[src/sv/mapd_pkg.sv]
// Package: shared constants, types and helpers of the MFM adaptive PLL decoder.
package mapd_pkg;

    localparam int MAX_HALF_CLOCKS_DEF = 16;
    localparam int FLUX_BITS_DEF       = 16;
    localparam int FRAC_BITS_DEF       = 8;

    localparam int EST_W      = 24;
    localparam int ALPHA_W    = 9;
    localparam int IDX_W      = 32;
    localparam int CFG_IDX_W  = 8;
    localparam int CFG_DATA_W = 24;

    localparam logic [EST_W-1:0]   EST_MAX       = 24'hFFFFFF;
    localparam logic [ALPHA_W-1:0] ALPHA_ONE     = 9'd256;
    localparam logic [EST_W-1:0]   NOMINAL_RESET = 24'd20480;
    localparam logic [ALPHA_W-1:0] ALPHA_RESET   = 9'd128;
    localparam int                 ROUND_HALF    = 128;
    localparam int                 BLEND_SHIFT   = 8;

    localparam logic [CFG_IDX_W-1:0] REG_NOMINAL = 8'd0;
    localparam logic [CFG_IDX_W-1:0] REG_ALPHA   = 8'd1;

    typedef enum logic [1:0] {
        DIV_HOLD,
        DIV_LOAD,
        DIV_STEP
    } t_div_cmd;

    // Half-clock estimate after a nominal clock reload, never below one LSB.
    function automatic logic [EST_W-1:0] est_from_nominal(input logic [EST_W-1:0] nom);
        logic [EST_W-1:0] half;
        half = nom >> 1;
        return (half == '0) ? EST_W'(1) : half;
    endfunction

endpackage

[src/sv/mapd_if.sv]
// Interfaces: flux interval input, decoded bit output and configuration write channels.
interface mapd_in_if #(
    parameter int FLUX_BITS = mapd_pkg::FLUX_BITS_DEF
);
    logic                 valid;
    logic                 ready;
    logic [FLUX_BITS-1:0] flux_interval;

    modport source (output valid, output flux_interval, input ready);
    modport sink   (input valid, input flux_interval, output ready);
endinterface

interface mapd_out_if;
    logic                       valid;
    logic                       ready;
    logic                       bit_res;
    logic                       last;
    logic [mapd_pkg::IDX_W-1:0] interval_index;

    modport source (output valid, output bit_res, output last, output interval_index,
                    input ready);
    modport sink   (input valid, input bit_res, input last, input interval_index,
                    output ready);
endinterface

interface mapd_cfg_if;
    logic                            valid;
    logic                            ready;
    logic [mapd_pkg::CFG_IDX_W-1:0]  index;
    logic [mapd_pkg::CFG_DATA_W-1:0] data;

    modport source (output valid, output index, output data, input ready);
    modport sink   (input valid, input index, input data, output ready);
endinterface

[src/sv/mapd_divider.sv]
// Shared restoring divider: one quotient bit per step, remainder preload for short quotients.
module mapd_divider #(
    parameter int RW = 26,
    parameter int FW = 24,
    parameter int DW = 25
) (
    input  logic               i_clk,
    input  mapd_pkg::t_div_cmd i_cmd,
    input  logic [RW-1:0]      i_rem_load,
    input  logic [FW-1:0]      i_shift_load,
    input  logic [DW-1:0]      i_divisor,
    output logic               o_ge,
    output logic [FW-1:0]      o_quo
);

    logic [RW-1:0] r_rem;
    logic [FW-1:0] r_shift;
    logic [FW-1:0] r_quo;

    logic [RW:0] w_trial;
    logic [RW:0] w_dext;
    logic [RW:0] w_diff;
    logic        w_ge_step;

    assign w_trial   = {r_rem, r_shift[FW-1]};
    assign w_dext    = (RW+1)'(i_divisor);
    assign w_ge_step = (w_trial >= w_dext);
    assign w_diff    = w_trial - w_dext;

    // Remainder against divisor as it stands: flags an oversized quotient after a preload
    assign o_ge  = (r_rem >= RW'(i_divisor));
    assign o_quo = r_quo;

    always_ff @(posedge i_clk) begin
        unique case (i_cmd)
            mapd_pkg::DIV_LOAD: begin
                r_rem   <= i_rem_load;
                r_shift <= i_shift_load;
                r_quo   <= '0;
            end
            mapd_pkg::DIV_STEP: begin
                r_rem   <= w_ge_step ? w_diff[RW-1:0] : w_trial[RW-1:0];
                r_shift <= {r_shift[FW-2:0], 1'b0};
                r_quo   <= {r_quo[FW-2:0], w_ge_step};
            end
            default: begin
                r_rem   <= r_rem;
                r_shift <= r_shift;
                r_quo   <= r_quo;
            end
        endcase
    end

endmodule

[src/sv/mapd_blend.sv]
// Estimate blend: registered products, then round, clamp to 0.75..2.25 of old estimate.
module mapd_blend #(
    parameter int FW = 24
) (
    input  logic                         i_clk,
    input  logic [mapd_pkg::EST_W-1:0]   i_est,
    input  logic [FW-1:0]                i_m,
    input  logic [mapd_pkg::ALPHA_W-1:0] i_alpha,
    output logic [mapd_pkg::EST_W-1:0]   o_est_next
);

    localparam int EW  = mapd_pkg::EST_W;
    localparam int AW  = mapd_pkg::ALPHA_W;
    localparam int P1W = EW + AW;
    localparam int P2W = FW + AW;
    localparam int SW  = ((P2W > P1W) ? P2W : P1W) + 1;
    localparam int PW  = SW - mapd_pkg::BLEND_SHIFT;
    localparam int HW  = EW + 2;
    localparam int CW  = (PW > HW) ? PW : HW;

    logic [AW-1:0]  w_a;
    logic [AW-1:0]  w_inv;
    logic [P1W-1:0] r_prod1;
    logic [P2W-1:0] r_prod2;
    logic [SW-1:0]  w_sum;
    logic [HW+1:0]  w_9e;
    logic [HW-1:0]  w_3e;
    logic [CW-1:0]  w_p;
    logic [CW-1:0]  w_hi;
    logic [CW-1:0]  w_lo;
    logic [CW-1:0]  w_p1;
    logic [CW-1:0]  w_p2;

    assign w_a   = (i_alpha > mapd_pkg::ALPHA_ONE) ? mapd_pkg::ALPHA_ONE : i_alpha;
    assign w_inv = mapd_pkg::ALPHA_ONE - w_a;

    always_ff @(posedge i_clk) begin
        r_prod1 <= P1W'(i_est) * P1W'(w_inv);
        r_prod2 <= P2W'(i_m) * P2W'(w_a);
    end

    assign w_sum = SW'(r_prod1) + SW'(r_prod2) + SW'(mapd_pkg::ROUND_HALF);
    assign w_p   = CW'(w_sum[SW-1:mapd_pkg::BLEND_SHIFT]);

    // 9e/4 and 3e/4, floored
    assign w_9e = ((HW+2)'(i_est) << 3) + (HW+2)'(i_est);
    assign w_3e = (HW'(i_est) << 1) + HW'(i_est);
    assign w_hi = CW'(w_9e[HW+1:2]);
    assign w_lo = CW'(w_3e[HW-1:2]);

    always_comb begin
        w_p1 = (w_p > w_hi) ? w_hi : w_p;
        w_p2 = (w_p1 < w_lo) ? w_lo : w_p1;
        priority if (w_p2 == '0) begin
            o_est_next = EW'(1);
        end else if (w_p2 > CW'(mapd_pkg::EST_MAX)) begin
            o_est_next = mapd_pkg::EST_MAX;
        end else begin
            o_est_next = w_p2[EW-1:0];
        end
    end

endmodule

[src/sv/mfm_adaptive_pll_decoder_core.sv]
// Top level: MFM adaptive PLL data separator with an iterative shared divider.
// Flow: an accepted interval is divided twice by the shared divider (half-clock count, then
//   f / n), blended and updated; the first division is skipped when the preload already
//   shows an oversized count. Bits then follow at one bit per cycle for the n half-clocks
//   while the output is not stalled; a new interval is accepted only once back in idle.
// Reset (synchronous, active low): estimate 10240, nominal 20480, alpha 128, counter zero.
module mfm_adaptive_pll_decoder_core #(
    parameter int MAX_HALF_CLOCKS = mapd_pkg::MAX_HALF_CLOCKS_DEF,
    parameter int FLUX_BITS       = mapd_pkg::FLUX_BITS_DEF,
    parameter int FRAC_BITS       = mapd_pkg::FRAC_BITS_DEF
) (
    input  logic        i_clk,
    input  logic        i_rst_n,
    mapd_in_if.sink     i_in,
    mapd_out_if.source  o_out,
    mapd_cfg_if.sink    i_cfg
);

    localparam int EW    = mapd_pkg::EST_W;
    localparam int FW    = FLUX_BITS + FRAC_BITS;
    localparam int QB    = $clog2(MAX_HALF_CLOCKS + 1);
    localparam int NB    = QB;
    localparam int NW    = ((FW + 1 > EW) ? FW + 1 : EW) + 1;
    localparam int DW    = EW + 1;
    localparam int RW    = (NW - QB > DW) ? NW - QB : DW;
    localparam int CNT_W = $clog2(FW + 1);

    typedef enum logic [2:0] {
        ST_IDLE,
        ST_CHK,
        ST_DIV1,
        ST_DIV1_END,
        ST_DIV2,
        ST_BLEND,
        ST_UPDATE,
        ST_EMIT
    } t_state;

    t_state                          r_state, n_state;
    logic [CNT_W-1:0]                r_steps, n_steps;
    logic [NB-1:0]                   r_n, n_n;
    logic [NB-1:0]                   r_k, n_k;
    logic [FW-1:0]                   r_f, n_f;
    logic [EW-1:0]                   r_est, n_est;
    logic [EW-1:0]                   r_nom, n_nom;
    logic [mapd_pkg::ALPHA_W-1:0]    r_alpha, n_alpha;
    logic [mapd_pkg::IDX_W-1:0]      r_cnt, n_cnt;
    logic [mapd_pkg::IDX_W-1:0]      r_idx, n_idx;
    logic                            r_ov, n_ov;
    logic                            r_obit, n_obit;
    logic [mapd_pkg::IDX_W-1:0]      r_oidx, n_oidx;

    logic                            w_in_acc;
    logic                            w_cfg_acc;
    logic [FW-1:0]                   w_f;
    logic [NW-1:0]                   w_num;
    mapd_pkg::t_div_cmd              w_div_cmd;
    logic [RW-1:0]                   w_rem_load;
    logic [FW-1:0]                   w_shift_load;
    logic [DW-1:0]                   w_divisor;
    logic                            w_div_ge;
    logic [FW-1:0]                   w_quo;
    logic [NB-1:0]                   w_q1;
    logic [NB-1:0]                   w_n_val;
    logic [EW-1:0]                   w_blend_est;
    logic                            w_bit_last;

    assign i_in.ready  = (r_state == ST_IDLE);
    assign i_cfg.ready = 1'b1;
    assign w_in_acc    = i_in.valid && i_in.ready;
    assign w_cfg_acc   = i_cfg.valid && i_cfg.ready;

    assign o_out.valid          = r_ov;
    assign o_out.bit_res        = r_obit;
    assign o_out.last           = r_obit;
    assign o_out.interval_index = r_oidx;

    // Interval in Q form, and the rounding numerator 2f + e for the half-clock count
    assign w_f   = {i_in.flux_interval, {FRAC_BITS{1'b0}}};
    assign w_num = NW'({w_f, 1'b0}) + NW'(r_est);

    // Idle loads the half-clock division; otherwise the divider is reloaded with f / n.
    // Preloading N >> QB leaves QB quotient bits; a remainder not below 2e already
    // means the count is past MAX_HALF_CLOCKS.
    always_comb begin
        if (r_state == ST_IDLE) begin
            w_rem_load   = RW'(w_num[NW-1:QB]);
            w_shift_load = {w_num[QB-1:0], {(FW-QB){1'b0}}};
        end else begin
            w_rem_load   = '0;
            w_shift_load = r_f;
        end
    end

    assign w_divisor = (r_state == ST_DIV2) ? DW'(r_n) : {r_est, 1'b0};

    mapd_divider #(
        .RW (RW),
        .FW (FW),
        .DW (DW)
    ) u_div (
        .i_clk        (i_clk),
        .i_cmd        (w_div_cmd),
        .i_rem_load   (w_rem_load),
        .i_shift_load (w_shift_load),
        .i_divisor    (w_divisor),
        .o_ge         (w_div_ge),
        .o_quo        (w_quo)
    );

    // The blend unit registers its products every cycle; they are valid in the cycle
    // after the second division settles
    mapd_blend #(
        .FW (FW)
    ) u_blend (
        .i_clk      (i_clk),
        .i_est      (r_est),
        .i_m        (w_quo),
        .i_alpha    (r_alpha),
        .o_est_next (w_blend_est)
    );

    // Half-clock count, saturated
    assign w_q1    = w_quo[NB-1:0];
    assign w_n_val = (w_q1 > NB'(MAX_HALF_CLOCKS)) ? NB'(MAX_HALF_CLOCKS) : w_q1;

    assign w_bit_last = (r_k == (r_n - NB'(1)));

    always_comb begin
        n_state   = r_state;
        n_steps   = r_steps;
        n_n       = r_n;
        n_k       = r_k;
        n_f       = r_f;
        n_est     = r_est;
        n_nom     = r_nom;
        n_alpha   = r_alpha;
        n_cnt     = r_cnt;
        n_idx     = r_idx;
        n_ov      = r_ov;
        n_obit    = r_obit;
        n_oidx    = r_oidx;
        w_div_cmd = mapd_pkg::DIV_HOLD;

        // Drop the shown item once taken
        if (r_ov && o_out.ready) begin
            n_ov = 1'b0;
        end

        unique case (r_state)
            ST_IDLE: begin
                if (w_in_acc) begin
                    n_f       = w_f;
                    n_idx     = r_cnt;
                    n_cnt     = r_cnt + mapd_pkg::IDX_W'(1);
                    w_div_cmd = mapd_pkg::DIV_LOAD;
                    n_state   = ST_CHK;
                end
            end
            ST_CHK: begin
                if (w_div_ge) begin
                    n_n       = NB'(MAX_HALF_CLOCKS);
                    w_div_cmd = mapd_pkg::DIV_LOAD;
                    n_steps   = CNT_W'(FW);
                    n_state   = ST_DIV2;
                end else begin
                    n_steps = CNT_W'(QB);
                    n_state = ST_DIV1;
                end
            end
            ST_DIV1: begin
                w_div_cmd = mapd_pkg::DIV_STEP;
                n_steps   = r_steps - CNT_W'(1);
                if (r_steps == CNT_W'(1)) begin
                    n_state = ST_DIV1_END;
                end
            end
            ST_DIV1_END: begin
                if (w_n_val == '0) begin
                    // no half-clock: leave the estimate alone
                    n_state = ST_IDLE;
                end else begin
                    n_n       = w_n_val;
                    w_div_cmd = mapd_pkg::DIV_LOAD;
                    n_steps   = CNT_W'(FW);
                    n_state   = ST_DIV2;
                end
            end
            ST_DIV2: begin
                w_div_cmd = mapd_pkg::DIV_STEP;
                n_steps   = r_steps - CNT_W'(1);
                if (r_steps == CNT_W'(1)) begin
                    n_state = ST_BLEND;
                end
            end
            ST_BLEND: begin
                n_state = ST_UPDATE;
            end
            ST_UPDATE: begin
                n_est   = w_blend_est;
                n_k     = '0;
                // a single half-clock updates the estimate but yields no bits
                n_state = (r_n >= NB'(2)) ? ST_EMIT : ST_IDLE;
            end
            ST_EMIT: begin
                if (!r_ov || o_out.ready) begin
                    n_ov   = 1'b1;
                    n_obit = w_bit_last;
                    n_oidx = r_idx;
                    n_k    = r_k + NB'(1);
                    if (w_bit_last) begin
                        n_state = ST_IDLE;
                    end
                end
            end
            default: begin
                n_state = ST_IDLE;
            end
        endcase

        // The user must write configuration only while idle; the block does not enforce it. Unknown indexes are ignored
        if (w_cfg_acc) begin
            if (i_cfg.index == mapd_pkg::REG_NOMINAL) begin
                n_nom = i_cfg.data;
                n_est = mapd_pkg::est_from_nominal(i_cfg.data);
            end else if (i_cfg.index == mapd_pkg::REG_ALPHA) begin
                n_alpha = i_cfg.data[mapd_pkg::ALPHA_W-1:0];
            end
        end
    end

    always_ff @(posedge i_clk) begin
        if (!i_rst_n) begin
            r_state <= ST_IDLE;
            r_steps <= '0;
            r_est   <= mapd_pkg::est_from_nominal(mapd_pkg::NOMINAL_RESET);
            r_nom   <= mapd_pkg::NOMINAL_RESET;
            r_alpha <= mapd_pkg::ALPHA_RESET;
            r_cnt   <= '0;
            r_ov    <= 1'b0;
        end else begin
            r_state <= n_state;
            r_steps <= n_steps;
            r_est   <= n_est;
            r_nom   <= n_nom;
            r_alpha <= n_alpha;
            r_cnt   <= n_cnt;
            r_ov    <= n_ov;
        end
        r_n    <= n_n;
        r_k    <= n_k;
        r_f    <= n_f;
        r_idx  <= n_idx;
        r_obit <= n_obit;
        r_oidx <= n_oidx;
    end

    // Bits are only produced for runs of two or more half-clocks, within the run length
    a_emit_run : assert property (@(posedge i_clk) disable iff (!i_rst_n)
        (r_state == ST_EMIT) |-> ((r_n >= NB'(2)) && (r_k < r_n)))
        else $error("emission outside a valid half-clock run");

    // The estimate never reaches zero, so the division never sees a zero divisor
    a_est_nonzero : assert property (@(posedge i_clk) disable iff (!i_rst_n)
        r_est != '0)
        else $error("half-clock estimate is zero");

    // An accepted interval keeps the input closed in the next cycle
    a_busy_after_accept : assert property (@(posedge i_clk) disable iff (!i_rst_n)
        w_in_acc |=> !i_in.ready)
        else $error("input ready straight after accepting an interval");

    // The count of half-clocks never exceeds its ceiling
    a_n_sat : assert property (@(posedge i_clk) disable iff (!i_rst_n)
        ((r_state == ST_DIV2) || (r_state == ST_EMIT)) |-> (r_n <= NB'(MAX_HALF_CLOCKS)))
        else $error("half-clock count above ceiling");

endmodule
[src/flat_wrapper.sv]
// flat-port wrapper written by rule: the top's interface ports become plain ports
module mfm_adaptive_pll_decoder_core_flat 
#(
    parameter int MAX_HALF_CLOCKS = mapd_pkg::MAX_HALF_CLOCKS_DEF,
    parameter int FLUX_BITS       = mapd_pkg::FLUX_BITS_DEF,
    parameter int FRAC_BITS       = mapd_pkg::FRAC_BITS_DEF
)
  (i_clk, i_rst_n, i_in_valid, i_in_flux_interval, i_in_ready, o_out_valid, o_out_bit_res, o_out_last, o_out_interval_index, o_out_ready, i_cfg_valid, i_cfg_index, i_cfg_data, i_cfg_ready);
  mapd_in_if #(.FLUX_BITS(FLUX_BITS)) i_in_i ();
  mapd_out_if o_out_i ();
  mapd_cfg_if i_cfg_i ();
  input  logic i_clk;
  input  logic i_rst_n;
  input wire logic [$bits(i_in_i.valid)-1:0] i_in_valid;
  input wire logic [$bits(i_in_i.flux_interval)-1:0] i_in_flux_interval;
  output wire logic [$bits(i_in_i.ready)-1:0] i_in_ready;
  output wire logic [$bits(o_out_i.valid)-1:0] o_out_valid;
  output wire logic [$bits(o_out_i.bit_res)-1:0] o_out_bit_res;
  output wire logic [$bits(o_out_i.last)-1:0] o_out_last;
  output wire logic [$bits(o_out_i.interval_index)-1:0] o_out_interval_index;
  input wire logic [$bits(o_out_i.ready)-1:0] o_out_ready;
  input wire logic [$bits(i_cfg_i.valid)-1:0] i_cfg_valid;
  input wire logic [$bits(i_cfg_i.index)-1:0] i_cfg_index;
  input wire logic [$bits(i_cfg_i.data)-1:0] i_cfg_data;
  output wire logic [$bits(i_cfg_i.ready)-1:0] i_cfg_ready;
  assign i_in_i.valid = i_in_valid;
  assign i_in_i.flux_interval = i_in_flux_interval;
  assign i_in_ready = i_in_i.ready;
  assign o_out_valid = o_out_i.valid;
  assign o_out_bit_res = o_out_i.bit_res;
  assign o_out_last = o_out_i.last;
  assign o_out_interval_index = o_out_i.interval_index;
  assign o_out_i.ready = o_out_ready;
  assign i_cfg_i.valid = i_cfg_valid;
  assign i_cfg_i.index = i_cfg_index;
  assign i_cfg_i.data = i_cfg_data;
  assign i_cfg_ready = i_cfg_i.ready;
  mfm_adaptive_pll_decoder_core #(.MAX_HALF_CLOCKS(MAX_HALF_CLOCKS), .FLUX_BITS(FLUX_BITS), .FRAC_BITS(FRAC_BITS)) u_core (.i_clk(i_clk), .i_rst_n(i_rst_n), .i_in(i_in_i), .o_out(o_out_i), .i_cfg(i_cfg_i));
endmodule
[config.mk]
export PLATFORM = sky130hd
export DESIGN_NAME = mfm_adaptive_pll_decoder_core_flat
export DESIGN_NICKNAME = d
export VERILOG_FILES = /design/src/sv/mapd_pkg.sv /design/src/sv/mapd_if.sv /design/src/sv/mapd_divider.sv /design/src/sv/mapd_blend.sv /design/src/sv/mfm_adaptive_pll_decoder_core.sv /design/src/flat_wrapper.sv
export SDC_FILE = /design/constraint.sdc
export NUM_CORES = 2
export LEC_CHECK = 0
export ABC_CLOCK_PERIOD_IN_PS = 6800
export BUFFER_PORTS_ARGS = -buffer_cell sky130_fd_sc_hd__buf_2
export CAP_MARGIN = 20
export CORE_MARGIN = 2
export CORE_UTILIZATION = 60
export CTS_BUF_LIST = sky130_fd_sc_hd__clkbuf_4
export CTS_CLUSTER_SIZE = 25
export DETAILED_ROUTE_END_ITERATION = 8
export GPL_TIMING_DRIVEN = 0
export PLACE_DENSITY_LB_ADDON = 0.08
export SLEW_MARGIN = 20
export SYNTH_ARGS = -nofsm -noshare
export SYNTH_HDL_FRONTEND = slang
export SYNTH_SLANG_ARGS = --single-unit
[constraint.sdc]
create_clock -name i_clk -period 6.8 [get_ports i_clk]
set_input_delay 1.02 -clock i_clk [delete_from_list [all_inputs] [get_ports i_clk]]
set_output_delay 1.02 -clock i_clk [all_outputs]
set_load 0.005 [all_outputs]
== Word level (Yosys, flattened, before mapping) ==
Cells that the tools add are included.
Cells by class
  $add $sub $neg: 11
  multiply operators: 2
  order comparisons: 8
  eq/ne operators: 19
  muxes and demuxes: 41
  bitwise gates (word level): 1
  reductions and logical operators: 21
Operators by type and width (number)
  two-way mux 24 bit: 6
  one-hot mux 24 bit (2 select lines): 2
  multiplier 24 x 9 -> 33 bit: 2
  adder 25 x 24 -> 26 bit: 2
  two-way mux 26 bit: 2
  two-way mux 25 bit: 2
  one-hot mux 25 bit (2 select lines): 1
  adder 33 x 33 -> 34 bit: 1
  adder 34 x 8 -> 34 bit, second input constant: 1
  adder 32 x 1 -> 32 bit, second input constant: 1
  two-way mux 5 bit: 6
  adder 27 x 24 -> 28 bit: 1
  >= comparator 26 x 25 -> 1 bit: 1
  greater-than comparator 26 x 24 -> 1 bit, second input constant: 1
  greater-than comparator 26 bit: 1
  logical NOT 26 bit: 1
  less-than comparator 26 x 24 -> 1 bit: 1
  >= comparator 25 bit: 1
  subtractor 25 bit: 1
  logical NOT 24 bit: 1
  two-way mux 3 bit: 8
  one-hot mux 3 bit (8 select lines): 1
  two-way mux 23 bit: 1
  two-way mux 21 bit: 1
  34 further kinds: 57
Word-level totals
  flip-flop bits (word level): 304
  bits of input ports: 53
  output and inout bits: 37
  logic and storage cells: 120

== Logic depth before layout (Yosys ltp) ==
  word-level depth: 12
  gate-level depth with buffers: 38
  mapped depth without buffers: 34

== By module ==
From an unflattened synthesis, not the netlist that was laid out.
Unflattened totals
  cells, all modules: 3688
  area total of the unflattened synthesis: 33160.6 µm²
Modules (own cells, without submodules)
  mapd_blend: instances 1, cells an instance 2421, area an instance 20218.1 µm², sequential area each 1321.3 µm²
  mfm_adaptive_pll_decoder_core: instances 1, cells an instance 752, area an instance 7712.4 µm², sequential area each 4214.0 µm²
  mapd_divider: instances 1, cells an instance 515, area an instance 5230.0 µm², sequential area each 2192.1 µm²

== Least setup slack after synthesis ==
OpenSTA, ideal clock, no wires.
  kind: register to register
  from: register u_core.u_blend.r_prod1[11]
  to: register u_core.r_est[18]
  setup time: 132 ps
  arrival: 6707 ps
  required time: 6668 ps
  path slack: -40 ps
  cell stages (with the launch flop): 31
  clock period less this slack: 6840 ps
  path through: dfxtp_1 ha_1 ha_1 buf_2 a211o_1 o211ai_1 a21oi_1 o21ai_2 a21oi_1 a211oi_1 xnor2_1 ha_1 and3_1 a221o_1 a221oi_1 o21ai_1 o21ai_1 buf_2 mux2_2 ha_1 a21o_1 a21o_1 a21oi_1 nor2_1 a2111oi_0 o21ai_0 o31ai_4 buf_4 mux2_2 o221ai_1 a21oi_1
Between the ends
  cells in the longest elaborated chain, start to end: 12
Ends and longest elaborated chain
  start, declared: RTL line mapd_blend.sv:23  | logic [P1W-1:0] r_prod1;
  start signal, assigned: RTL line mapd_blend.sv:38  | r_prod1 <= P1W'(i_est) * P1W'(w_inv);
  adder 33 x 33 -> 34 bit (*): RTL line mapd_blend.sv:42  | assign w_sum = SW'(r_prod1) + SW'(r_prod2) + SW'(mapd_pkg::ROUND_HALF);
  adder 34 x 8 -> 34 bit (*): RTL line mapd_blend.sv:42
  greater-than comparator 26 bit: RTL line mapd_blend.sv:52  | w_p1 = (w_p > w_hi) ? w_hi : w_p;
  two-way mux 26 bit (*): RTL line mapd_blend.sv:52
  less-than comparator 26 x 24 -> 1 bit: RTL line mapd_blend.sv:53  | w_p2 = (w_p1 < w_lo) ? w_lo : w_p1;
  two-way mux 26 bit (*): RTL line mapd_blend.sv:53
  greater-than comparator 26 x 24 -> 1 bit: RTL line mapd_blend.sv:56  | end else if (w_p2 > CW'(mapd_pkg::EST_MAX)) begin
  two-way mux 24 bit: RTL line mapd_blend.sv:56
  two-way mux 24 bit (*): RTL line mapd_blend.sv:54  | priority if (w_p2 == '0) begin
  two-way mux 24 bit (*): RTL line mfm_adaptive_pll_decoder_core.sv:150  | unique case (r_state)
  two-way mux 24 bit: RTL line mfm_adaptive_pll_decoder_core.sv:223  | if (i_cfg.index == mapd_pkg::REG_NOMINAL) begin
  two-way mux 24 bit (*): RTL line mfm_adaptive_pll_decoder_core.sv:222  | if (w_cfg_acc) begin
  end signal, assigned: RTL line mfm_adaptive_pll_decoder_core.sv:236  | r_est <= mapd_pkg::est_from_nominal(mapd_pkg::NOMINAL_RESET);
  end signal, assigned: RTL line mfm_adaptive_pll_decoder_core.sv:244  | r_est <= n_est;
  end, declared: RTL line mfm_adaptive_pll_decoder_core.sv:44  | logic [EW-1:0] r_est, n_est;
Mark *: on every way between the ends. The rest lies on a longest branch, timed or not.
A chain may end at the register's enable or synchronous reset.

== Worst setup path in the final report ==
  from: register u_core.u_blend.r_prod1[6]
  to: register u_core.r_est[14]
The elaborated chain is that of the path after synthesis.

==> results by group <==
Run status
  – Outcome: finished with violations
  – Violated checks: negative setup slack

Clocking
  – Bufs on Longest Clock Path: 3
  – CTS tree: yes
  – Clk_lat worst skew: 0.91 ns
  – H-tree depth: 3
  – Reg clk slew, reported paths: 0.07 ns
  – Sink Count: 296
  – Root Buffer: clkbuf_4
  – TritonCTS Buffers: 79

GRT
  – Global-route wire length before repair: 143000 um
  – Vias in the first global route: 26570
  – GRT Resource Usage Total: 34.27%
  – Largest net degree at the start of global routing: 53
  – Initial antenna violation count: 4
  – Congestion Overflow GR: 0

Worst setup path
  – CP arrival: 8.02 ns
  – Number of cells on the critical path: 30
  – Slowest-stage cell, CP: a211oi_4
  – Reg2Reg Setup Slack: -0.41 ns
  – WP data required: 7.61 ns
  – Slowest stage delay, CP: 0.50 ns
  – Worst setup path start: u_core.u_blend.r_prod1[6]
  – Worst flop-to-flop path startpoint: u_core.u_blend.r_prod1[6]
  – CP Buf/Inv Count: 3
  – Family with the most delay on the worst path: compound AO/OA/AOI/OAI gates
  – RR Endpoint: u_core.r_est[14]
  – Critical path startpoint category: flop
  – CP max FO: 7
  – CP Capture Type: flop
  – Critical Path End: u_core.r_est[14]
  – Crit Path Category: flop to flop
  – FF-to-FF path depth: 30
  – Most common cell type on the critical path: ha_4

Route
  – Vias per Instance: 5.946
  – Routed wire length on met2: 43130 um
  – DR DRC count: 0
  – Starting DRT DRC Count: 1896
  – WL final: 91580 um
  – First-pass DRT Iterations: 6
  – Wirelength per Cell: 20.87 um
  – Met3 wire len: 7657 um
  – Total number of vias: 26090
  – Metal-1 WL: 36760 um
  – Final antenna-violating net count: 0
  – Uppermost layer routed: met5

Flow run
  – Total of max-cap violations: 0

Placed design
  – RePlAce Congestion: 0.9633
  – Detailed Place HPWL: 70080 um
  – PortBufs: 88
  – Placed Area: 0.03274 mm2
  – Pre-CTS setup slack: -1.980 ns

Pwr
  – LEAKAGE: 0.01691 uW
  – Maximum VDD drop: 0.0005638 V
  – Pwr per Cell Area: 368.8 mW/mm2

STA
  – Final Hold Viols: 0
  – Unrepaired setup endpoints after global routing: true
  – Final hold slack: 0.3409 ns
  – Fin crit period: 7.211 ns
  – Final worst slack: -0.4106 ns
  – Final-report setup violation count: 24
  – Least-Margin Pin Slew: 0.9664 ns
  – Final setup TNS: -7.996 ns
  – Clock Skew: 0.1102 ns
  – Slew headroom: 35.57%
  – FMAX: 138.7 MHz
  – Max Slew Vio Count: 0
  – Crit share post-route: 106.0%

Synthesis
  – Post-Synthesis Cells: 3407
  – Area contributors post-synth: fa_1 (20%), edfxtp_1 (15%), ha_1 (13%)
  – Post-synth EDFFs: 156
  – Top-count cell post-synth: nand2_1
  – Synth Register Bits: 296
  – Post-synth top cells: nand2_1 (498), inv_1 (370), ha_1 (335), fa_1 (314), nor2_1 (178)
  – Register area share after synthesis: 23.87%
  – Cell taking the most area after synthesis: fa_1
  – Synthesized area per cell: 9.208 um2
  – Distinct cell type count after synthesis: 85
  – Syn nets: 4109
  – Synth async-reset ratio: 0%
  – Netlist Area Pre-Place: 0.03137 mm2
  – Synth warnings: 0
  – Most used flip-flop cell after synthesis: edfxtp_1
  – Yosys top cell area share: 20.04%

Die
  – CORE AREA: 0.05151 mm2
  – Die W: 232.7 um
  – Starting Density: 60.90%
  – # rows: 83
  – Die area: 0.05413 mm2
  – Die span in y: 232.7 um
  – Ports: 90

Final layout
  – Area growth syn-to-layout: 13.87%
  – Final instance area: 0.03572 mm2
  – Fill count: 4100
  – Fin nets: 4340
  – Share of layout cells above drive strength 1: 15.10%

Min path
  – Hold_sp: i_in_flux_interval[0]
  – Tightest Hold Check Type: input port to flop
==> through the flow <==
step,total power [uW],std cells,utilization (%)
finish,13170,4388,69.35
global route,13980,4387,69.34
CTS,12710,4368,68.15
detailed placement,9471,4178,63.55
global placement,9342,4175,63.43
floorplan,7538,3407,-
==> metal layers <==
| layer | vias to the layer above | GRT usage (%) |
|---|---|---|
| met1 | 12730 | 43.11 |
| li1 | 12030 | - |
| met2 | 1065 | 56.66 |
| met4 | 2 | 14.17 |
| met3 | 261 | 8.211 |
| met5 | - | 0 |
==> how the worst min path moves through the flow <==
stage                                           end  slack [ns]  cells after the start
finish                                u_core.r_f[8]        0.34                      1
global route                          u_core.r_f[8]        0.27                      1
CTS                                   u_core.r_f[8]        0.29                      1
detailed placement   u_core.o_out.interval_index[2]        0.40                      0
global placement    u_core.o_out.interval_index[20]        0.40                      0
floorplan            u_core.o_out.interval_index[0]        0.40                      0
==> state kept, by name, summed over array words and instances, names as in the netlist <==
name,flops
u_core.u_blend.r_prod1,33
u_core.u_blend.r_prod2,33
u_core.o_out.interval_index,32
u_core.r_cnt,32
u_core.r_idx,32
u_core.u_div.r_rem,25
u_core.r_est,24
u_core.u_div.o_quo,24
u_core.r_f,16
u_core.u_div.r_shift,16
u_core.r_alpha,9
u_core.r_k,5
u_core.r_n,5
u_core.r_steps,5
u_core.r_state,3
u_core.o_out.bit_res,1
u_core.o_out.valid,1
==> placed cells by master, fill, tap and decap left out, types with 13 or more instances in the layout <==
cell type and instances:
dfxtp_2 20, clkbuf_1 80, o21bai_1 19, a22o_1 13, edfxtp_1 156, clkbuf_4 126, a21o_1 74, and3_1 20
buf_2 95, clkbuf_2 13, nand2b_1 24, buf_4 57, fa_1 314, ha_4 26, xnor2_1 107, a21oi_1 147
o211ai_1 18, a21oi_2 17, mux2i_1 30, nand2_1 496, dfxtp_1 111, inv_1 364, o21ai_0 82, xor2_1 71
nand4_1 34, buf_1 22, a211oi_1 15, or3_1 15, and2_1 155, nor3_1 36, nor2b_1 31, nor2_1 176
ha_1 301, nand3_1 50, o21a_1 34
==> logic make-up (layout without fill, tap and decap cells) <==
kind of cell / after synthesis / count (layout) / synth area share (%)
other: 1 / 6 / 0.01195
DFF: 296 / 296 / 23.87
buffers and inverters: 517 / 813 / 6.254
xor gates and xnor gates: 188 / 188 / 5.249
and+or+nand+nor: 1117 / 1117 / 16.74
AOI/OAI and AO/OA: 579 / 579 / 12.46
muxes: 60 / 60 / 2.014
adders and majority gates: 649 / 649 / 33.40
==> layout make-up <==
type                            count  area [um2]  share of cell area, %
Clock buffer                      121       908.4                  2.543
Sequential cell                   296        7546                  21.13
Tap cell                          680       850.8                  2.382
Antenna cell                        5       12.51                0.03503
Inverter                          371        1395                  3.906
Timing Repair Buffer              152        1028                  2.879
Multi-Input combinational cell   2594       23100                  64.67
Buffer                            144       725.7                  2.032
Clock inverter                     25       152.6                 0.4273
==> report_power, final <==
| part | switching, uW | total (uW) | leakage, uW | internal (uW) |
|---|---|---|---|---|
| registers | 272 | 2820 | 0.00267 | 2550 |
| clock network | 834 | 1670 | 0.000639 | 833 |
| logic | 5020 | 8680 | 0.0136 | 3660 |
==> repair_timing <==
item | in CTS | in global routing
gates resized for setup | 214 | 122
buffers inserted | 42 | 19
gates cloned | 2 | 1
endpoints found under the setup margin | 50 | 59
hold buffers | 0 | 0
pin swaps | 45 | 64
endpoints found under the hold margin | 0 | 0
No activity file was read; power rests on OpenSTA's default activity.
